### src/sv/lkvc_pkg.sv
// lkvc_pkg: widths, codes and payload types of the lru key/value cache
// no dependencies; used by the interfaces, the core and the top level
package lkvc_pkg;

  localparam int KEY_W       = 32;
  localparam int VAL_W       = 32;
  localparam int CAP_W       = 5;
  localparam int ENTRIES_DEF = 16;

  localparam logic [CAP_W-1:0] CAP_RESET = 5'd16;

  localparam logic OP_GET = 1'b0;
  localparam logic OP_PUT = 1'b1;

  typedef struct packed {
    logic                    op;
    logic signed [KEY_W-1:0] key;
    logic signed [VAL_W-1:0] value;
  } req_t;

  typedef struct packed {
    logic                    found;
    logic signed [VAL_W-1:0] read_value;
  } res_t;

endpackage

### src/sv/lkvc_ifs.sv
// lkvc_in_if / lkvc_out_if: valid/ready channels of the lru key/value cache
// depends on lkvc_pkg for field widths
interface lkvc_in_if;
  logic                              valid;
  logic                              ready;
  logic                              op;
  logic signed [lkvc_pkg::KEY_W-1:0] key;
  logic signed [lkvc_pkg::VAL_W-1:0] value;

  modport source (output valid, output op, output key, output value, input ready);
  modport sink   (input valid, input op, input key, input value, output ready);
endinterface

interface lkvc_out_if;
  logic                              valid;
  logic                              ready;
  logic                              found;
  logic signed [lkvc_pkg::VAL_W-1:0] read_value;

  modport source (output valid, output found, output read_value, input ready);
  modport sink   (input valid, input found, input read_value, output ready);
endinterface

### src/sv/lru_key_value_cache_unit.sv
// lru_key_value_cache_unit: top level of the fully associative lru key/value cache
// depends on lkvc_pkg, lkvc_in_if / lkvc_out_if and lkvc_core
//
// Usage:
//   in_ch carries requests (op, key, value): op get looks up key, op put stores
//   key/value. A get gives one beat on out_ch (found, read_value, 0 on a miss);
//   a put gives none.
//   cfg_we/cfg_data write the capacity (clamped to 1..ENTRIES) and clear all
//   entries; write it only while no request is in flight.
// Timing: an accepted request is held in the input register and executes from
//   there; a get's result is registered into the output beat register.
// Throughput: one request per cycle while no get waits on out_ch; match and
//   age-rank update of all entries happen in parallel when the request executes,
//   one item in the input register at a time.
// Reset: capacity returns to 16 and the store is empty; ready comes up as soon
//   as reset is released.
// Stall: a get waits in the input register while out_ch holds an untaken beat;
//   puts keep executing. in_ch.ready is low only during reset or when the input
//   register is full and cannot execute.
module lru_key_value_cache_unit #(
  parameter int ENTRIES = lkvc_pkg::ENTRIES_DEF
) (
  input  logic                       clk,
  input  logic                       rst_n,
  input  logic                       cfg_we,
  input  logic [lkvc_pkg::CAP_W-1:0] cfg_data,
  lkvc_in_if.sink                    in_ch,
  lkvc_out_if.source                 out_ch
);

  lkvc_pkg::req_t req_r;
  lkvc_pkg::res_t res_r, res_c;
  logic           in_v_r, out_v_r;
  logic           out_free, exec, is_get;

  assign is_get   = (req_r.op == lkvc_pkg::OP_GET);
  assign out_free = !out_v_r || out_ch.ready;
  assign exec     = in_v_r && (!is_get || out_free);

  // no beat is taken while reset is held
  assign in_ch.ready = rst_n && (!in_v_r || exec);

  always_ff @(posedge clk) begin
    if (!rst_n) begin
      in_v_r <= 1'b0;
    end else if (in_ch.valid && in_ch.ready) begin
      in_v_r <= 1'b1;
    end else if (exec) begin
      in_v_r <= 1'b0;
    end
  end

  always_ff @(posedge clk) begin
    if (in_ch.valid && in_ch.ready) begin
      req_r.op    <= in_ch.op;
      req_r.key   <= in_ch.key;
      req_r.value <= in_ch.value;
    end
  end

  lkvc_core #(
    .ENTRIES (ENTRIES)
  ) u_core (
    .clk      (clk),
    .rst_n    (rst_n),
    .cfg_we   (cfg_we),
    .cfg_data (cfg_data),
    .exec     (exec),
    .req      (req_r),
    .res      (res_c)
  );

  // result beat held until taken
  always_ff @(posedge clk) begin
    if (!rst_n) begin
      out_v_r <= 1'b0;
    end else if (exec && is_get) begin
      out_v_r <= 1'b1;
    end else if (out_ch.ready) begin
      out_v_r <= 1'b0;
    end
  end

  always_ff @(posedge clk) begin
    if (exec && is_get) begin
      res_r <= res_c;
    end
  end

  assign out_ch.valid      = out_v_r;
  assign out_ch.found      = res_r.found;
  assign out_ch.read_value = res_r.read_value;

endmodule

### src/sv/lkvc_core.sv
// lkvc_core: entry storage, parallel key match and age-rank update
// depends on lkvc_pkg; state changes only on exec, a capacity write or reset
module lkvc_core #(
  parameter int ENTRIES = lkvc_pkg::ENTRIES_DEF
) (
  input  logic                         clk,
  input  logic                         rst_n,
  input  logic                         cfg_we,
  input  logic [lkvc_pkg::CAP_W-1:0]   cfg_data,
  input  logic                         exec,
  input  lkvc_pkg::req_t               req,
  output lkvc_pkg::res_t               res
);

  localparam int RW = (ENTRIES > 1) ? $clog2(ENTRIES) : 1;
  localparam int OW = $clog2(ENTRIES + 1);
  localparam int CW = (OW > lkvc_pkg::CAP_W) ? OW : lkvc_pkg::CAP_W;

  logic [lkvc_pkg::KEY_W-1:0] key_r  [ENTRIES];
  logic [lkvc_pkg::VAL_W-1:0] val_r  [ENTRIES];
  logic [RW-1:0]              rank_r [ENTRIES];
  logic [RW-1:0]              rank_nxt [ENTRIES];
  logic [ENTRIES-1:0]         valid_r, valid_nxt;
  logic [OW-1:0]              occ_r, occ_nxt;
  logic [lkvc_pkg::CAP_W-1:0] cap_r;

  logic [ENTRIES-1:0]         hit_vec, free_vec, victim_vec, promo_vec;
  logic                       hit, is_put, has_room, inc_all, upd, fill, seen_free;
  logic [RW-1:0]              hit_rank, oldest_rank, thresh;
  logic [lkvc_pkg::VAL_W-1:0] hit_val;
  logic [CW-1:0]              cap_ext, cap_eff;

  always_comb begin
    cap_ext = CW'(cap_r);
    cap_eff = cap_ext;
    if (cap_ext == '0) begin
      cap_eff = CW'(1);
    end else if (cap_ext > CW'(ENTRIES)) begin
      cap_eff = CW'(ENTRIES);
    end
  end

  assign has_room    = CW'(occ_r) < cap_eff;
  assign oldest_rank = RW'(occ_r - OW'(1));
  assign is_put      = (req.op == lkvc_pkg::OP_PUT);

  always_comb begin
    hit_rank  = '0;
    hit_val   = '0;
    seen_free = 1'b0;
    for (int j = 0; j < ENTRIES; j++) begin
      hit_vec[j]    = valid_r[j] && (key_r[j] == req.key);
      victim_vec[j] = valid_r[j] && (rank_r[j] == oldest_rank);
      free_vec[j]   = !valid_r[j] && !seen_free;
      seen_free     = seen_free || !valid_r[j];
      hit_rank      = hit_rank | (rank_r[j] & {RW{hit_vec[j]}});
      hit_val       = hit_val | (val_r[j] & {lkvc_pkg::VAL_W{hit_vec[j]}});
    end
  end

  assign hit = |hit_vec;

  // the promoted slot: the hit entry, a free slot, or the least recent entry
  always_comb begin
    if (hit) begin
      promo_vec = hit_vec;
    end else if (has_room) begin
      promo_vec = free_vec;
    end else begin
      promo_vec = victim_vec;
    end
  end

  assign inc_all = !hit && has_room;
  assign thresh  = hit ? hit_rank : oldest_rank;
  assign upd     = exec && (hit || is_put);
  assign fill    = exec && is_put && !hit && has_room;

  always_comb begin
    valid_nxt = fill ? (valid_r | free_vec) : valid_r;
    occ_nxt   = fill ? (occ_r + OW'(1)) : occ_r;
    for (int j = 0; j < ENTRIES; j++) begin
      rank_nxt[j] = rank_r[j];
      if (upd) begin
        if (promo_vec[j]) begin
          rank_nxt[j] = '0;
        end else if (valid_r[j] && (inc_all || rank_r[j] < thresh)) begin
          rank_nxt[j] = rank_r[j] + RW'(1);
        end
      end
    end
  end

  always_ff @(posedge clk) begin
    if (!rst_n) begin
      cap_r   <= lkvc_pkg::CAP_RESET;
      valid_r <= '0;
      occ_r   <= '0;
      for (int j = 0; j < ENTRIES; j++) begin
        rank_r[j] <= '0;
      end
    end else if (cfg_we) begin
      cap_r   <= cfg_data;
      valid_r <= '0;
      occ_r   <= '0;
      for (int j = 0; j < ENTRIES; j++) begin
        rank_r[j] <= '0;
      end
    end else begin
      valid_r <= valid_nxt;
      occ_r   <= occ_nxt;
      for (int j = 0; j < ENTRIES; j++) begin
        rank_r[j] <= rank_nxt[j];
      end
    end
  end

  // key and value written on any put, into the promoted slot
  always_ff @(posedge clk) begin
    for (int j = 0; j < ENTRIES; j++) begin
      if (exec && is_put && promo_vec[j]) begin
        key_r[j] <= req.key;
        val_r[j] <= req.value;
      end
    end
  end

  assign res.found      = hit;
  assign res.read_value = hit_val;

endmodule
### src/flat_wrapper.sv
// flat-port wrapper written by rule: the top's interface ports become plain ports
module lru_key_value_cache_unit_flat 
#(
  parameter int ENTRIES = lkvc_pkg::ENTRIES_DEF
)
  (clk, rst_n, cfg_we, cfg_data, in_ch_valid, in_ch_op, in_ch_key, in_ch_value, in_ch_ready, out_ch_valid, out_ch_found, out_ch_read_value, out_ch_ready);
  lkvc_in_if in_ch_i ();
  lkvc_out_if out_ch_i ();
  input  logic clk;
  input  logic rst_n;
  input  logic cfg_we;
  input  logic [lkvc_pkg::CAP_W-1:0] cfg_data;
  input wire logic [$bits(in_ch_i.valid)-1:0] in_ch_valid;
  input wire logic [$bits(in_ch_i.op)-1:0] in_ch_op;
  input wire logic [$bits(in_ch_i.key)-1:0] in_ch_key;
  input wire logic [$bits(in_ch_i.value)-1:0] in_ch_value;
  output wire logic [$bits(in_ch_i.ready)-1:0] in_ch_ready;
  output wire logic [$bits(out_ch_i.valid)-1:0] out_ch_valid;
  output wire logic [$bits(out_ch_i.found)-1:0] out_ch_found;
  output wire logic [$bits(out_ch_i.read_value)-1:0] out_ch_read_value;
  input wire logic [$bits(out_ch_i.ready)-1:0] out_ch_ready;
  assign in_ch_i.valid = in_ch_valid;
  assign in_ch_i.op = in_ch_op;
  assign in_ch_i.key = in_ch_key;
  assign in_ch_i.value = in_ch_value;
  assign in_ch_ready = in_ch_i.ready;
  assign out_ch_valid = out_ch_i.valid;
  assign out_ch_found = out_ch_i.found;
  assign out_ch_read_value = out_ch_i.read_value;
  assign out_ch_i.ready = out_ch_ready;
  lru_key_value_cache_unit #(.ENTRIES(ENTRIES)) u_core (.clk(clk), .rst_n(rst_n), .cfg_we(cfg_we), .cfg_data(cfg_data), .in_ch(in_ch_i), .out_ch(out_ch_i));
endmodule
### config.mk
export PLATFORM = sky130hd
export DESIGN_NAME = lru_key_value_cache_unit_flat
export DESIGN_NICKNAME = d
export VERILOG_FILES = /design/src/sv/lkvc_pkg.sv /design/src/sv/lkvc_ifs.sv /design/src/sv/lru_key_value_cache_unit.sv /design/src/sv/lkvc_core.sv /design/src/flat_wrapper.sv
export SDC_FILE = /design/constraint.sdc
export NUM_CORES = 2
export LEC_CHECK = 0
export BUFFER_PORTS_ARGS = -buffer_cell sky130_fd_sc_hd__clkbuf_2
export CORE_MARGIN = 1
export CORE_UTILIZATION = 38
export CTS_BUF_LIST = sky130_fd_sc_hd__clkbuf_8
export CTS_CLUSTER_DIAMETER = 50
export DETAILED_ROUTE_END_ITERATION = 7
export GPL_TIMING_DRIVEN = 1
export PLACE_DENSITY = 0.6
export RECOVER_POWER = 50
export SYNTH_ARGS = -nofsm -noshare
export SYNTH_HDL_FRONTEND = slang
export SYNTH_SLANG_ARGS = --single-unit
### constraint.sdc
create_clock -name clk -period 8.65 [get_ports clk]
set_input_delay 0.865 -clock clk [delete_from_list [all_inputs] [get_ports clk]]
set_output_delay 0.865 -clock clk [all_outputs]
set_load 0.01 [all_outputs]
Yosys cells after proc, flatten, opt, wreduce, memory -nomap -nowiden
Memory sizes are Yosys's and may differ from the RTL's. Cells that the tools add are included.

Output and inout bits: 35. Memories: 3. Logic and storage cells: 466. RAM bits: 1088. Register bits: 126.

Memory list: u_core.u_core.key_r (words 16, bits a word 32, read ports 16, clocked after Yosys merged registers in 0, wr ports 16, line lkvc_core.sv:19) `logic [lkvc_pkg::KEY_W-1:0] key_r [ENTRIES];`; u_core.u_core.val_r (words 16, bits a word 32, read ports 16, clocked after Yosys merged registers in 0, wr ports 16, line lkvc_core.sv:20) `logic [lkvc_pkg::VAL_W-1:0] val_r [ENTRIES];`; u_core.u_core.rank_r (words 16, bits a word 4, read ports 16, clocked after Yosys merged registers in 0, wr ports 16, line lkvc_core.sv:21) `logic [RW-1:0] rank_r [ENTRIES];`.

$lt $le $gt $ge: 18. Multiplexer cells: 128. Add/sub/neg operators: 18. Equal/unequal tests: 32. Bitwise logic cells: 97. Reduce and logical (&&, ||, !) cells: 160.

Operator list (count): $and A32 B32 Y32 (16); $eq A32 B32 Y1 (16); $or A32 B32 Y32 (15); $mux W4 (81); $logic_and A1 B1 Y1 (88); $add A4 B1 Y4 const B (16); $and A4 B4 Y4 (16); $eq A4 B4 Y1 (16); $lt A4 B4 Y1 (16); $or A4 B4 Y4 (15); $mux W1 (43); $logic_or A1 B1 Y1 (34); $logic_not A1 Y1 (33); $mux W16 (2); $or A1 B1 Y1 (32); $or A16 B16 Y16 (1); $reduce_or A16 Y1 (1); $mux W5 (2); $add A5 B1 Y5 const B (1); $gt A5 B5 Y1 const B (1); $logic_not A5 Y1 (1); $lt A5 B5 Y1 (1); $reduce_bool A2 Y1 (2); $sub A4 B1 Y4 const B (1); other kinds (2) (3).

Depth between registers and ports, before layout
Depth in word-level cells: 26. Depth in mapped cells: 19. Gate-level depth less buffers: 14.

Hierarchy
Synthesis repeated with hierarchy kept, for this count alone.

Cell total of the unflattened synthesis: 3093. Area, all modules: 49852.8 sq um.

Modules (own cells, without submodules): lkvc_core (seq. area each 33151.8 sq um, area an instance 46801.1 sq um, cells each 2984, times used 1); lru_key_value_cache_unit (seq. area each 2982.9 sq um, area an instance 3051.7 sq um, cells each 109, times used 1).

Worst setup path before layout
Ideal clock, no wire load.

Path type: register to register. Start point: register u_core.req_r[55] in the netlist's numbering. End point: memory u_core.u_core.key_r[1][160] in the netlist's numbering, enable pin. Library setup time: 0.487 ns. Arrival: 5.421 ns. Buffers on the path: 5. Required time: 8.163 ns. Clock period less this slack: 5.907 ns. Slack: 2.743 ns. Cell stages (with the launch flop): 14. Path through: edfxtp_1 buf_2 buf_2 xnor2_1 nand4_1 nor4_1 and4_1 clkbuf_1 nor4_1 nand4_2 buf_2 buf_2 o21ba_2 nor2_1.

RTL lines: from (decl) (line lru_key_value_cache_unit.sv:31) `lkvc_pkg::req_t req_r;`; to (decl) (line lkvc_core.sv:19).

==> run metrics <==
Area contributors post-synth=edfxtp_1, xnor2_1, xor2_1; PwrDens=206 nW/um^2; hold_buf cts=0; worst reg-to-reg setup slack=1.21 ns; Syn Nets=3417; internal power=0.00907 W; CTS tree=yes; sequential share of power=0.560; worst min-delay path category=input port to register; arrival time worst endpoint=7.95 ns; commonest non-fill, non-tap cell in the layout=edfxtp_1; Worst Hold End=u_core.req_r[52]$_DFFE_PP_; Yosys cell types=66; CTS buffer count=203; DR iter-0 viols=4034; IO Port Bufs=109; setup bufs post-CTS=0; Post-Synthesis Cells=3304; post-route ant nets=0; Leak Pwr=approximately 18 nW; routability cong.=around 0.91; most frequent cells in the layout=edfxtp_1, xnor2_1, xor2_1, nand4_1, clkbuf_8; Mapped Area=around 51000 sq um; WL final=150 mm; Seq cells post-synth=between 1000 and 1500; clk buf depth=3; Critical Path Start Type=register; area delta synth->final=13.0%; status=finished, violations left; Slew Viols, Final=about 290; placed insts=5107; die width=367 microns; largest net degree at the start of global routing=65; P_sw=0.00274 W; Sink Count=1214; highest clock rate=134 MHz; Setup TNS=0 ns; CTS H-Tree Depth=4; Register-to-Register Path Depth=14; Die H=around 370 microns; post-synthesis sequential area ratio=0.712; failing checks=max-capacitance violations, max-slew violations; Finished Layout Cells=5480; ys flop type=edfxtp_1; critical path class=register to register; Final HPWL DP=87.6 mm; cts repair resizes=0; clock transition at the registers of the reported paths=approximately 0.060 ns; share of total power in combinational logic=0.036; max-cap violations=12; Reg area=36100 sq um; initial antenna violation count=4; TritonRoute pass-1 iters=6; worst relative slew slack=-1.50; syn avg cell area=15.4 sq um; CP Data Required Time=roughly 9 ns; Initial Util=0.384; Final Hold Viols=0; Layout Nets=3670; Top Ports=between 100 and 150; vias per inst=5.67; Tot GR Track Use=0.219; FF-to-FF End=u_core.u_core.rank_r[0][27]$_SDFFCE_PP0P_; share of layout cells above drive strength 1=0.114; clk root buf=clkbuf_8; period utilisation layout=0.860; clock power share=0.404; critical path fanouts, max=35; min cycle time layout=7.44 ns; Die ar.=~130000 sq um; residual overflow from global routing=0; asr flop ratio synth=0; Syn. warnings=0; vias=31057; Worst R2R Start=u_core.req_r[41]$_DFFE_PP_; DR WL/cell=27.3 microns; post-synth top area cell=edfxtp_1; Post-synth EDFFs=1182; Synth top area share=0.700; # rows=between 100 and 150; vias in the first global route=30040; final setup vio count=0; final hold slack=0.123 ns; DRC=0; Worst VDD drop=0.000142 V; hold path start=in_ch_key[20]; setup repair after global routing missed its margin=no; Worst-Margin Slew=3.75 ns; clk_lat worst skew=0.92 ns; post-route clock skew=0.0693 ns; Sw Ratio=0.232; first-pass GRT wire length=around 210 mm; Multi-input gate area=around 14000 sq um; WHS Path Cells=1; CP Capture Type=register; area of the core=around 130000 sq um; fillers=11814
cell type report:
type / count / area share
repair buffers: 211 / 0.0196
flip-flops and latches: 1214 / 0.630
multi-input cells: 1900 / 0.244
well taps: 1755 / 0.0383
inverters: 27 / 0.00177
clock inverters: 166 / 0.0163
clock buffers: 205 / 0.0492
diodes: 2 / 0.0000873
how the worst max path moves through the flow:
stage | start | end | slack (ns) | cells after the start
5_1_grt | u_core.req_r[41]$_DFFE_PP_ | u_core.u_core.rank_r[1][12]$_SDFFCE_PP0P_ | 0.89 | 14
3_5_place_dp | u_core.req_r[48]$_DFFE_PP_ | u_core.u_core.rank_r[1][10]$_SDFFCE_PP0P_ | 2.10 | 14
2_1_floorplan | u_core.req_r[55]$_DFFE_PP_ | u_core.u_core.key_r[1][160]$_DFFE_PP_ | 2.74 | 13
6_report | u_core.req_r[41]$_DFFE_PP_ | u_core.u_core.rank_r[0][27]$_SDFFCE_PP0P_ | 1.21 | 14
4_1_cts | u_core.req_r[48]$_DFFE_PP_ | u_core.u_core.rank_r[0][27]$_SDFFCE_PP0P_ | 2.11 | 14
3_3_place_gp | u_core.req_r[48]$_DFFE_PP_ | u_core.u_core.rank_r[1][10]$_SDFFCE_PP0P_ | 2.21 | 14
per-layer routing:
metal  up-vias  routed length, microns  share of wire  global-route usage
met5         -                       0              0                   0
met4         0                    3610          0.024              0.0622
met3       217                   12700          0.085              0.0397
met2      1503                   68300           0.46               0.338
met1     15888                   64900           0.43               0.314
li1      13449                       -              -                   -
power by group through the flow:
stage | Combinational, W | Sequential (W) | Clock, W
floorplan | 0.000270 | 0.00668 | 0
global route | 0.000462 | 0.00661 | 0.00510
detailed placement | 0.000433 | 0.00673 | 0
finish | 0.000427 | 0.00661 | 0.00477
CTS | 0.000435 | 0.00661 | 0.00485
global placement | 0.000430 | 0.00672 | 0
flip-flops by register name (all words and copies together) (netlist names):
register / flops
u_core.u_core.cap_ext: 5
u_core.u_core.rank_r: 64
u_core.u_core.val_r: 512
u_core.out_ch.read_value: 32
u_core.u_core.valid_r: 16
u_core.in_v_r: 1
u_core.out_ch.found: 1
u_core.req_r: 65
u_core.u_core.occ_r: 5
u_core.out_ch.valid: 1
u_core.u_core.key_r: 512
logic make-up (layout without fill, tap and decap cells):
family                   after synthesis  count (layout)  share of synthesized area
flip-flops                          1214            1214                      0.712
AND/OR/NAND/NOR                      839             839                     0.0913
XOR/XNOR                             603             603                      0.104
AO/OA/AOI/OAI                        403             403                     0.0632
buffers and inverters                190             609                     0.0164
adder cells (fa/ha/maj)               51              51                     0.0119
multiplexers                           4               4                   0.000789
other                                  0               2                          0
stage by stage:
step	power, W	setup WS [ns]	cell area [sq um]	utilization
finish	0.0118	1.21	57300	0.434
global route	0.0122	0.894	57300	0.434
CTS	0.0119	2.11	57500	0.436
detailed placement	0.00716	2.10	53800	0.407
global placement	0.00715	2.21	53800	0.407
floorplan	0.00695	2.74	50700	-
synth_stat cells (66+ instances only):
cell and n:
edfxtp_1 1182, xnor2_1 369, xor2_1 234, nand4_1 205, nor2_1 147, a221oi_1 119
a22o_1 119, nand2_1 115, nor4_1 93, clkbuf_1 82, nand3_1 77, buf_2 66
worst max-delay path, stage by stage, from the launching register on:
cell and delay [ns]:
edfxtp_1 0.62, clkbuf_1 1.37, xnor2_1 0.40, nand4_1 0.19
or4_1 0.13, nor4_2 0.05, buf_4 0.35, nor4_1 0.49
nand4_2 0.83, o21a_1 0.79, or2_1 0.55, o21ai_0 0.23
nand2_1 0.09, maj3_1 0.36, a211oi_1 0.51
Note: power is estimated with default switching activity, not from simulation.
